### config.mk
export PLATFORM = sky130hd
export DESIGN_NAME = quadrature_position_speed_tracker_top_flat
export DESIGN_NICKNAME = d
export VERILOG_FILES = /design/src/sv/qpst_pkg.sv /design/src/sv/qpst_channels.sv /design/src/sv/qpst_div.sv /design/src/sv/quadrature_position_speed_tracker_top.sv /design/src/flat_wrapper.sv
export SDC_FILE = /design/constraint.sdc
export NUM_CORES = 1
export LEC_CHECK = 0
export BUFFER_PORTS_ARGS = -buffer_cell sky130_fd_sc_hd__buf_2
export CAP_MARGIN = 30
export CELL_PAD_IN_SITES_DETAIL_PLACEMENT = 0
export CELL_PAD_IN_SITES_GLOBAL_PLACEMENT = 1
export CORE_MARGIN = 2
export CORE_UTILIZATION = 53
export CTS_CLUSTER_DIAMETER = 120
export DETAILED_ROUTE_END_ITERATION = 12
export PLACE_DENSITY = 0.88
export SETUP_SLACK_MARGIN = 0.1
export SYNTH_ARGS = -nofsm -noshare
export SYNTH_HDL_FRONTEND = slang
export SYNTH_SLANG_ARGS = --single-unit
### constraint.sdc
create_clock -name clk -period 29.9 [get_ports clk]
set_input_delay 2.99 -clock clk [delete_from_list [all_inputs] [get_ports clk]]
set_output_delay 2.99 -clock clk [all_outputs]
set_load 0.03 [all_outputs]
### src/sv/qpst_pkg.sv
// ----------------------------------------------------------------------------
// Quadrature tracker package
// Widths, register indexes, reset values and unit control types.
// ----------------------------------------------------------------------------
`default_nettype none

package qpst_pkg;

    localparam int COUNT_WIDTH = 16;
    localparam int RES_WIDTH   = 17;
    localparam int SPEED_WIDTH = 32;
    localparam int CFG_WIDTH   = 32;
    localparam int CFG_IDX_W   = 2;

    // signed wrap-aware difference and its product with one million
    localparam int DELTA_WIDTH = 19;
    localparam int PROD_WIDTH  = 40;
    localparam int CONST_WIDTH = 20;
    localparam logic [CONST_WIDTH-1:0] US_PER_S = 20'd1000000;

    // divider: full 64-bit dividend, or a short run when the product is >= 0
    localparam int DVD_WIDTH = 64;
    localparam int DIV_LONG  = DVD_WIDTH;
    localparam int DIV_SHORT = PROD_WIDTH;
    localparam int DIV_CNT_W = 7;

    // register reset values
    localparam logic [RES_WIDTH-1:0]   RESOLUTION_RST = 17'd65536;
    localparam logic [SPEED_WIDTH-1:0] PERIOD_RST     = 32'd1000;

    typedef enum logic [CFG_IDX_W-1:0] {
        CFG_RESOLUTION   = 2'd0,
        CFG_REVERSE      = 2'd1,
        CFG_SAMPLE_PERIOD = 2'd2,
        CFG_SPEED_ENABLE = 2'd3
    } cfg_index_t;

    typedef struct packed {
        logic start;
        logic short_op;
    } div_ctl_t;

    typedef struct packed {
        logic                   done;
        logic [SPEED_WIDTH-1:0] quotient;
    } div_res_t;

endpackage

`default_nettype wire

### src/sv/qpst_channels.sv
// ----------------------------------------------------------------------------
// Quadrature tracker channels
// Valid/ready interfaces for observation items and result items.
// ----------------------------------------------------------------------------
`default_nettype none

interface qpst_obs_if;
    logic                             valid;
    logic                             ready;
    logic                             func;
    logic [qpst_pkg::COUNT_WIDTH-1:0] raw_count;
    logic                             down_flag;
    logic                             up_flag;

    modport source (output valid, output func, output raw_count,
                    output down_flag, output up_flag, input ready);
    modport sink   (input valid, input func, input raw_count,
                    input down_flag, input up_flag, output ready);
endinterface

interface qpst_res_if;
    logic                             valid;
    logic                             ready;
    logic [qpst_pkg::COUNT_WIDTH-1:0] position;
    logic                             moving_reverse;
    logic [qpst_pkg::SPEED_WIDTH-1:0] speed;

    modport source (output valid, output position, output moving_reverse,
                    output speed, input ready);
    modport sink   (input valid, input position, input moving_reverse,
                    input speed, output ready);
endinterface

`default_nettype wire

### src/sv/qpst_div.sv
// ----------------------------------------------------------------------------
// Quadrature tracker divider
// Restoring divider, one quotient bit per cycle, saturating to 32 bits.
// ----------------------------------------------------------------------------
`default_nettype none

module qpst_div (
    input  wire logic                             clk,
    input  wire logic                             rst_n,
    input  wire qpst_pkg::div_ctl_t               ctl,
    input  wire logic [qpst_pkg::DVD_WIDTH-1:0]   dividend,
    input  wire logic [qpst_pkg::SPEED_WIDTH-1:0] divisor,
    output qpst_pkg::div_res_t                    res
);

    logic [qpst_pkg::SPEED_WIDTH-1:0] rem_reg;
    logic [qpst_pkg::DVD_WIDTH-1:0]   dvd_reg;
    logic [qpst_pkg::SPEED_WIDTH-1:0] dsr_reg;
    logic [qpst_pkg::DIV_CNT_W-1:0]   cnt_reg;
    logic                             busy_reg;
    logic                             done_reg;

    logic [qpst_pkg::SPEED_WIDTH:0]   rem_sh;
    logic [qpst_pkg::SPEED_WIDTH:0]   rem_sub;
    logic                             fits;
    logic [qpst_pkg::SPEED_WIDTH-1:0] rem_next;

    // trial subtract of the shifted partial remainder
    always_comb
    begin
        rem_sh   = {rem_reg, dvd_reg[qpst_pkg::DVD_WIDTH-1]};
        rem_sub  = rem_sh - {1'b0, dsr_reg};
        fits     = (rem_sh >= {1'b0, dsr_reg});
        rem_next = fits ? rem_sub[qpst_pkg::SPEED_WIDTH-1:0]
                        : rem_sh[qpst_pkg::SPEED_WIDTH-1:0];
    end

    // quotient bits shift into the low end of the dividend register
    always_ff @(posedge clk or negedge rst_n)
    begin
        if (!rst_n)
        begin
            rem_reg  <= '0;
            dvd_reg  <= '0;
            dsr_reg  <= '0;
            cnt_reg  <= '0;
            busy_reg <= 1'b0;
            done_reg <= 1'b0;
        end
        else
        begin
            done_reg <= 1'b0;
            if (ctl.start)
            begin
                rem_reg  <= '0;
                dsr_reg  <= divisor;
                busy_reg <= 1'b1;
                if (ctl.short_op)
                begin
                    dvd_reg <= {dividend[qpst_pkg::DIV_SHORT-1:0],
                                (qpst_pkg::DVD_WIDTH - qpst_pkg::DIV_SHORT)'(0)};
                    cnt_reg <= qpst_pkg::DIV_CNT_W'(qpst_pkg::DIV_SHORT);
                end
                else
                begin
                    dvd_reg <= dividend;
                    cnt_reg <= qpst_pkg::DIV_CNT_W'(qpst_pkg::DIV_LONG);
                end
            end
            else if (busy_reg)
            begin
                rem_reg <= rem_next;
                dvd_reg <= {dvd_reg[qpst_pkg::DVD_WIDTH-2:0], fits};
                cnt_reg <= cnt_reg - 1'b1;
                if (cnt_reg == qpst_pkg::DIV_CNT_W'(1))
                begin
                    busy_reg <= 1'b0;
                    done_reg <= 1'b1;
                end
            end
        end
    end

    // saturate when any upper quotient bit is set
    always_comb
    begin
        res.done     = done_reg;
        res.quotient = (|dvd_reg[qpst_pkg::DVD_WIDTH-1:qpst_pkg::SPEED_WIDTH])
                       ? '1 : dvd_reg[qpst_pkg::SPEED_WIDTH-1:0];
    end

endmodule

`default_nettype wire

### src/sv/quadrature_position_speed_tracker_top.sv
// ----------------------------------------------------------------------------
// Quadrature position and speed tracker
// Tracks counting direction and position; computes speed on sample items when speed is enabled.
// ----------------------------------------------------------------------------
// An observe item (func 0, or speed disabled) is answered without a wait
// state: the result is registered at the accepting edge. A speed-sample item
// passes through the multiply, divider-start, divider-wait and output states;
// the restoring divider retires one quotient bit per cycle, 40 bits when the
// count difference is non-negative and 64 when it wraps below zero. No new
// item is taken while a speed sample is in progress or while a result waits
// to be taken. Speed is counts * 1000000 / sample_period_us, saturated at 32
// bits; a zero period counts as one microsecond.
`default_nettype none

module quadrature_position_speed_tracker_top (
    input  wire logic                               clk,
    input  wire logic                               rst_n,
    input  wire logic                               cfg_we,
    input  wire logic [qpst_pkg::CFG_IDX_W-1:0]     cfg_index,
    input  wire logic [qpst_pkg::CFG_WIDTH-1:0]     cfg_wdata,
    qpst_obs_if.sink                                obs,
    qpst_res_if.source                              result
);

    typedef enum logic [2:0] {
        ST_IDLE,
        ST_MUL,
        ST_START,
        ST_WAIT,
        ST_OUT
    } state_t;

    // configuration registers
    logic [qpst_pkg::RES_WIDTH-1:0]   resolution_reg;
    logic                             reverse_reg;
    logic [qpst_pkg::SPEED_WIDTH-1:0] period_reg;
    logic                             speed_en_reg;

    // tracker state and item registers
    state_t                           state_reg;
    logic                             counting_down_reg;
    logic [qpst_pkg::COUNT_WIDTH-1:0] prev_pos_reg;
    logic [qpst_pkg::SPEED_WIDTH-1:0] speed_reg;
    logic [qpst_pkg::COUNT_WIDTH-1:0] pos_reg;
    logic                             rev_reg;
    logic signed [qpst_pkg::PROD_WIDTH-1:0] product_reg;

    // output register
    logic                             out_valid_reg;
    logic [qpst_pkg::COUNT_WIDTH-1:0] out_pos_reg;
    logic                             out_rev_reg;
    logic [qpst_pkg::SPEED_WIDTH-1:0] out_speed_reg;

    logic                             out_free;
    logic                             accept;
    logic                             dir_next;
    logic [qpst_pkg::COUNT_WIDTH-1:0] pos_calc;
    logic                             rev_calc;
    logic [qpst_pkg::COUNT_WIDTH-1:0] op_a;
    logic [qpst_pkg::COUNT_WIDTH-1:0] op_b;
    logic signed [qpst_pkg::DELTA_WIDTH-1:0] counts;
    logic signed [qpst_pkg::PROD_WIDTH-1:0]  prod_calc;
    logic [qpst_pkg::SPEED_WIDTH-1:0] divisor;
    logic [qpst_pkg::DVD_WIDTH-1:0]   dividend;
    qpst_pkg::div_ctl_t               div_ctl;
    qpst_pkg::div_res_t               div_res;

    // configuration writes
    always_ff @(posedge clk or negedge rst_n)
    begin
        if (!rst_n)
        begin
            resolution_reg <= qpst_pkg::RESOLUTION_RST;
            reverse_reg    <= 1'b0;
            period_reg     <= qpst_pkg::PERIOD_RST;
            speed_en_reg   <= 1'b0;
        end
        else if (cfg_we)
        begin
            case (qpst_pkg::cfg_index_t'(cfg_index))
                qpst_pkg::CFG_RESOLUTION:
                    resolution_reg <= cfg_wdata[qpst_pkg::RES_WIDTH-1:0];
                qpst_pkg::CFG_REVERSE:       reverse_reg  <= cfg_wdata[0];
                qpst_pkg::CFG_SAMPLE_PERIOD: period_reg   <= cfg_wdata;
                qpst_pkg::CFG_SPEED_ENABLE:  speed_en_reg <= cfg_wdata[0];
                default: ;
            endcase
        end
    end

    // handshake
    assign out_free  = !out_valid_reg || result.ready;
    assign obs.ready = (state_reg == ST_IDLE) && out_free;
    assign accept    = obs.valid && obs.ready;

    // direction and position of the incoming item
    always_comb
    begin
        dir_next = (obs.down_flag != obs.up_flag) ? obs.down_flag : counting_down_reg;
        if (reverse_reg && (obs.raw_count != '0))
            pos_calc = resolution_reg[qpst_pkg::COUNT_WIDTH-1:0] - obs.raw_count;
        else
            pos_calc = obs.raw_count;
        rev_calc = dir_next ^ reverse_reg;
    end

    // wrap-aware difference in the running direction, times one million
    always_comb
    begin
        if (rev_reg)
        begin
            op_a = prev_pos_reg;
            op_b = pos_reg;
        end
        else
        begin
            op_a = pos_reg;
            op_b = prev_pos_reg;
        end
        if (op_a >= op_b)
            counts = $signed({3'b000, op_a - op_b});
        else
            counts = $signed({2'b00, resolution_reg}) - $signed({3'b000, op_b - op_a});
        prod_calc = qpst_pkg::PROD_WIDTH'(counts)
                  * qpst_pkg::PROD_WIDTH'($signed({1'b0, qpst_pkg::US_PER_S}));
    end

    // divider operands; a negative product is taken modulo 2^64
    always_comb
    begin
        divisor  = (period_reg == '0) ? qpst_pkg::SPEED_WIDTH'(1) : period_reg;
        dividend = {{(qpst_pkg::DVD_WIDTH - qpst_pkg::PROD_WIDTH)
                     {product_reg[qpst_pkg::PROD_WIDTH-1]}}, product_reg};
        div_ctl.start    = (state_reg == ST_START);
        div_ctl.short_op = !product_reg[qpst_pkg::PROD_WIDTH-1];
    end

    qpst_div u_div (
        .clk      (clk),
        .rst_n    (rst_n),
        .ctl      (div_ctl),
        .dividend (dividend),
        .divisor  (divisor),
        .res      (div_res)
    );

    // sequencer
    always_ff @(posedge clk or negedge rst_n)
    begin
        if (!rst_n)
        begin
            state_reg         <= ST_IDLE;
            counting_down_reg <= 1'b0;
            prev_pos_reg      <= '0;
            speed_reg         <= '0;
            pos_reg           <= '0;
            rev_reg           <= 1'b0;
            product_reg       <= '0;
            out_valid_reg     <= 1'b0;
            out_pos_reg       <= '0;
            out_rev_reg       <= 1'b0;
            out_speed_reg     <= '0;
        end
        else
        begin
            if (out_valid_reg && result.ready)
                out_valid_reg <= 1'b0;
            case (state_reg)
                ST_IDLE:
                begin
                    if (accept)
                    begin
                        counting_down_reg <= dir_next;
                        pos_reg           <= pos_calc;
                        rev_reg           <= rev_calc;
                        if (obs.func && speed_en_reg)
                            state_reg <= ST_MUL;
                        else
                        begin
                            out_valid_reg <= 1'b1;
                            out_pos_reg   <= pos_calc;
                            out_rev_reg   <= rev_calc;
                            out_speed_reg <= speed_reg;
                        end
                    end
                end
                ST_MUL:
                begin
                    product_reg <= prod_calc;
                    state_reg   <= ST_START;
                end
                ST_START:
                    state_reg <= ST_WAIT;
                ST_WAIT:
                begin
                    if (div_res.done)
                    begin
                        speed_reg    <= div_res.quotient;
                        prev_pos_reg <= pos_reg;
                        state_reg    <= ST_OUT;
                    end
                end
                ST_OUT:
                begin
                    if (out_free)
                    begin
                        out_valid_reg <= 1'b1;
                        out_pos_reg   <= pos_reg;
                        out_rev_reg   <= rev_reg;
                        out_speed_reg <= speed_reg;
                        state_reg     <= ST_IDLE;
                    end
                end
                default:
                    state_reg <= ST_IDLE;
            endcase
        end
    end

    assign result.valid          = out_valid_reg;
    assign result.position       = out_pos_reg;
    assign result.moving_reverse = out_rev_reg;
    assign result.speed          = out_speed_reg;

endmodule

`default_nettype wire

### src/flat_wrapper.sv
// flat-port wrapper written by rule: the top's interface ports become plain ports
module quadrature_position_speed_tracker_top_flat 
  (clk, rst_n, cfg_we, cfg_index, cfg_wdata, obs_valid, obs_func, obs_raw_count, obs_down_flag, obs_up_flag, obs_ready, result_valid, result_position, result_moving_reverse, result_speed, result_ready);
  qpst_obs_if obs_i ();
  qpst_res_if result_i ();
  input  wire logic clk;
  input  wire logic rst_n;
  input  wire logic cfg_we;
  input  wire logic [qpst_pkg::CFG_IDX_W-1:0] cfg_index;
  input  wire logic [qpst_pkg::CFG_WIDTH-1:0] cfg_wdata;
  input wire logic [$bits(obs_i.valid)-1:0] obs_valid;
  input wire logic [$bits(obs_i.func)-1:0] obs_func;
  input wire logic [$bits(obs_i.raw_count)-1:0] obs_raw_count;
  input wire logic [$bits(obs_i.down_flag)-1:0] obs_down_flag;
  input wire logic [$bits(obs_i.up_flag)-1:0] obs_up_flag;
  output wire logic [$bits(obs_i.ready)-1:0] obs_ready;
  output wire logic [$bits(result_i.valid)-1:0] result_valid;
  output wire logic [$bits(result_i.position)-1:0] result_position;
  output wire logic [$bits(result_i.moving_reverse)-1:0] result_moving_reverse;
  output wire logic [$bits(result_i.speed)-1:0] result_speed;
  input wire logic [$bits(result_i.ready)-1:0] result_ready;
  assign obs_i.valid = obs_valid;
  assign obs_i.func = obs_func;
  assign obs_i.raw_count = obs_raw_count;
  assign obs_i.down_flag = obs_down_flag;
  assign obs_i.up_flag = obs_up_flag;
  assign obs_ready = obs_i.ready;
  assign result_valid = result_i.valid;
  assign result_position = result_i.position;
  assign result_moving_reverse = result_i.moving_reverse;
  assign result_speed = result_i.speed;
  assign result_i.ready = result_ready;
  quadrature_position_speed_tracker_top u_core (.clk(clk), .rst_n(rst_n), .cfg_we(cfg_we), .cfg_index(cfg_index), .cfg_wdata(cfg_wdata), .obs(obs_i), .result(result_i));
endmodule
# Word-level counts from Yosys, hierarchy flattened
# Cells that the tools add are included.
# word_totals
reg_bits	341
output_inout_bits	51
word_cells	111
in_bits	58
# classes
n_addsub	6
n_mul	1
n_eq_ne	14
n_bitwise	1
muxes	44
n_reduce_logical	22
order_cmp	2
# ops
op	n
$mux 32	8
$mux 64	3
$mux 16	6
$pmux 32 s2	1
$sub 16x16->16	3
$mul 19x15->34 const B	1
$ge 33x32->1	1
$logic_not 32->1	1
$pmux 16 s2	1
$reduce_or 32->1	1
$sub 32x32->32	1
$mux 7	3
$mux 19	1
$sub 17x16->18	1
$ge 16x16->1	1
$reduce_bool 16->1	1
$pmux 3 s5	1
$mux 1	14
$mux 3	4
$reduce_and 2->1	6
$reduce_and 4->1	2
$eq 7x1->1 const B	1
$sub 7x1->7 const B	1
$eq 3x2->1 const B	2
other kinds (15)	25

# Logic depth before layout (Yosys ltp)
# logic_depth
depth_word	6
ltp_mapped	44

# Cells and area by module
# A second synthesis with hierarchy kept.
# hier_totals
cells_unflattened	2662
hier_area_um2	25165.4
# modules_own_cells
module	n_inst	seq_area_each_um2	area_each_um2	cells_each
quadrature_position_speed_tracker_top	1	5113.7	16346.9	1662
qpst_div	1	3428.3	8818.5	1000

# Worst setup path after synthesis
# OpenSTA, ideal clock, no wires.
# synth_path
kind	register to register
startpoint	register u_core.rev_reg
endpoint	register u_core.product_reg[39] in the netlist's numbering
arrival_time_ns	9.218
stages_incl_launch_ff	39
setup_slack_ns	20.552
required_time_ns	29.770
n_path_buf	2
setup_time_ns	0.130
cell_sequence	dfrtp_1 -> clkbuf_1 -> buf_1 -> mux2i_1 -> inv_1 -> ha_1 -> nor2b_1 -> o21ai_0 -> a21boi_0 -> o21a_1 -> o21ai_0 -> nand2_1 -> a21o_1 -> a21oi_1 -> xor2_1 -> ha_1 -> nand3_1 -> nor2_1 -> [... 3 more ...] -> a21o_1 -> a2111oi_4 -> ha_1 -> inv_1 -> ha_1 -> fa_1 -> fa_1 -> inv_1 -> fa_1 -> inv_1 -> ha_1 -> ha_1 -> a21o_1 -> a21oi_1 -> o2111ai_1 -> a31oi_1 -> xor2_1 -> o21ai_1
# synth_via
elab_chain_cells	5
elab_cells_between_ends	8
# synth_rtl
element	line_no	text
start: declaration	quadrature_position_speed_tracker_top.sv:45	logic rev_reg;
start signal: assignment	quadrature_position_speed_tracker_top.sv:175	rev_reg <= rev_calc;
$mux 16	quadrature_position_speed_tracker_top.sv:110	if (rev_reg)
$sub 16x16->16	quadrature_position_speed_tracker_top.sv:123	counts = $signed({2'b00, resolution_reg}) - $signed({3'b000, op_b - op_a});
$sub 17x16->18	quadrature_position_speed_tracker_top.sv:123	
$mux 19 *	quadrature_position_speed_tracker_top.sv:120	if (op_a >= op_b)
$mul 19x15->34 *	quadrature_position_speed_tracker_top.sv:125	* qpst_pkg::PROD_WIDTH'($signed({1'b0, qpst_pkg::US_PER_S}));
end signal: assignment	quadrature_position_speed_tracker_top.sv:189	product_reg <= prod_calc;
end: declaration	quadrature_position_speed_tracker_top.sv:46	logic signed [qpst_pkg::PROD_WIDTH-1:0] product_reg;
# Mark *: on every way between the ends. The rest lies on a longest branch, timed or not.
# A chain may end at the register's enable or synchronous reset.

# Final worst setup path
# Same ends and word-level chain as after synthesis.

==> reports/metrics.cfg <==
[drt]
drc = 0
dr.pass1.iters = 6
drt_iter0_drc = 1365
wirelength_mm = 60.1
vias_per_cell = 5.78
num_vias = 19200
routedWlPerCell_um = 18.1
drtAntennaViolNets = 0

[run]
maxCapViolCount = 0

[critical_path]
crit_path_top_delay_cell = dfrtp_2
path_buf_inv = 4
path_class = reg -> reg
arrival_ns = 10.53
worstPathMaxFanout = 37
path_delay_family = compound AO/OA/AOI/OAI gates
cp_data_required_time_ns = 30.33
worst_setup_path_start_kind = flop
critPathMaxStageDelay_ns = 1.00
crit_path_end_kind = flop

[layout]
syn_to_final_growth_pct = 9.72
final_common_cell = dfrtp_1
layoutNonFillerInstCount = 3317
drive_gt1_frac = 0.115
fill_cells = 3945
fin_nets = 3056
layout_common_cells = dfrtp_1, inv_1, nand2_1
largest_register_ffs = 64

[timing]
maxSlewHeadroom = 0.344
fin_crit_sh = 0.338
rsz0062_at_grt = no
hold_viol_final = 0
max_freq_mhz = 99.0
fin_skew_ns = 0.0218
setup_viol = 0
period_minus_slack_ns = 10.10
max_slew.worst_pin.slew_ns = 0.974
drv_slew = 0
setup_tns_ns = 0

[floorplanning]
dieArea_mm2 = 0.0480
start_util = 0.539
io-pin-count = 109
core_mm2 = 0.0455
row_count = 78
die_w_um = 219
dieHeight_um = 219

[synth]
synth_cells = 2635
synthFlopType = dfrtp_1
synth_edf_count = 0
synth_top_area_share = 0.341
synth_area_leader_cell = dfrtp_1
syn_nets = 3005
synthDistinctLibCells = 76
syn_area_mm2 = 0.0245
yosys_warnings = 0
synthArstFlopShare = 1.00
synth-seq-cells = 341
synth_seq_area_share = 0.349
synth.top_cells.by_area = dfrtp_1, ha_1, fa_1
avgSynthCellArea_um2 = 9.30

[global_routing]
grt_usage = 0.254
busiest_layer = met2
grt_pass1_wl_mm = 97.7
overflow = 0
grt_util_met1 = 0.360
met3_usage = 0.0331
use_met2 = 0.410
grt_max_degree = 164
antenna_found_initial = 1
grt_pass1_vias = 18800

[clock_network]
postCtsHoldBufs = 0
clock-sinks = 341
cts.repair.resized = 0
cts_tree = done
insertion_delay_ns = 0.57
cts_root_buf = clkbuf_16
path_clk_slew_ns = 0.06
cts_buffer_depth = 3
cts_setup_buffers = 0
cts_buffers = 39
htree_levels = 2

[place]
port_buffers = 108
hpwl_mm = 45.2
place_inst = 3244
gp_congestion = 0.913

[status]
run_status = completed

[hold_path]
hold_class = reg -> reg

synth_stat cells, types with 17 or more instances:
cell type / number
nand2_1: 272
a21oi_1: 169
o22a_1: 32
mux2_2: 80
ha_1: 232
a211oi_1: 30
mux2i_1: 116
nor2_1: 120
nor2b_1: 34
a21o_1: 55
clkbuf_1: 92
o21a_1: 23
xnor2_1: 58
nor4_1: 29
fa_1: 80
dfrtp_1: 334
nand3_1: 55
buf_1: 17
o21ai_0: 201
xor2_1: 46
nor3_1: 55
inv_1: 271
layout make-up:
class	count	area [um^2]	share of cell area
multi-input combinational	1903	14500	0.539
sequential	341	8550	0.318
clock buffer	48	1050	0.0390
inverter	272	1020	0.0380
tap	600	751	0.0279
timing repair buffer	129	748	0.0278
clock inverter	23	270	0.0100
antenna	1	2.50	0.0000931
per-layer routing:
layer / share of wire / up-vias
met5: 0 / -
met4: 0.023 / 0
met3: 0.048 / 87
met2: 0.46 / 424
met1: 0.47 / 9418
li1: - / 9245
worst min-delay path, delay by kind of cell (launching register included):
kind	cells	cell delay [ns]
flip-flops	1	0.34
AND/OR/NAND/NOR	2	0.10
kinds of logic after synthesis:
group	Yosys count	share of synthesized area
fa+ha+maj	313	0.184
xor+xnor	104	0.0372
simple gates	650	0.122
mux	196	0.0841
flops	341	0.349
compound gates	640	0.163
buf+inv	391	0.0605
worst paths after layout:
path / from / slack [ns] / depth (start not counted) / end
worst max-delay path: u_core.rev_reg / 19.80 / 37 / u_core.product_reg[39]
worst min-delay path: u_core.speed_reg[2] / 0.46 / 2 / u_core.result.speed[2]
worst max register to register: u_core.rev_reg / 19.80 / 37 / u_core.product_reg[39]
worst min register to register: u_core.speed_reg[2] / 0.46 / 2 / u_core.result.speed[2]
max in group asynchronous: rst_n / 26.00 / 2 / u_core.rev_reg
min in group asynchronous: rst_n / 2.42 / 1 / u_core.u_div.dsr_reg[30]
stage by stage:
step                      worst slack [ns]   util  hold slack (ns)  cell area, um^2
after global routing                 19.11  0.591            0.487            26900
final                                19.80  0.591            0.464            26900
after global placement               20.12  0.561            0.453            25500
after detailed placement             19.85  0.562            0.452            25500
after CTS                            19.83  0.591            0.468            26900
after floorplan                      20.55      -            0.439            24500
Power is not shown: default switching activity piles up to over one toggle a cycle in this logic, so the estimate is an artifact.
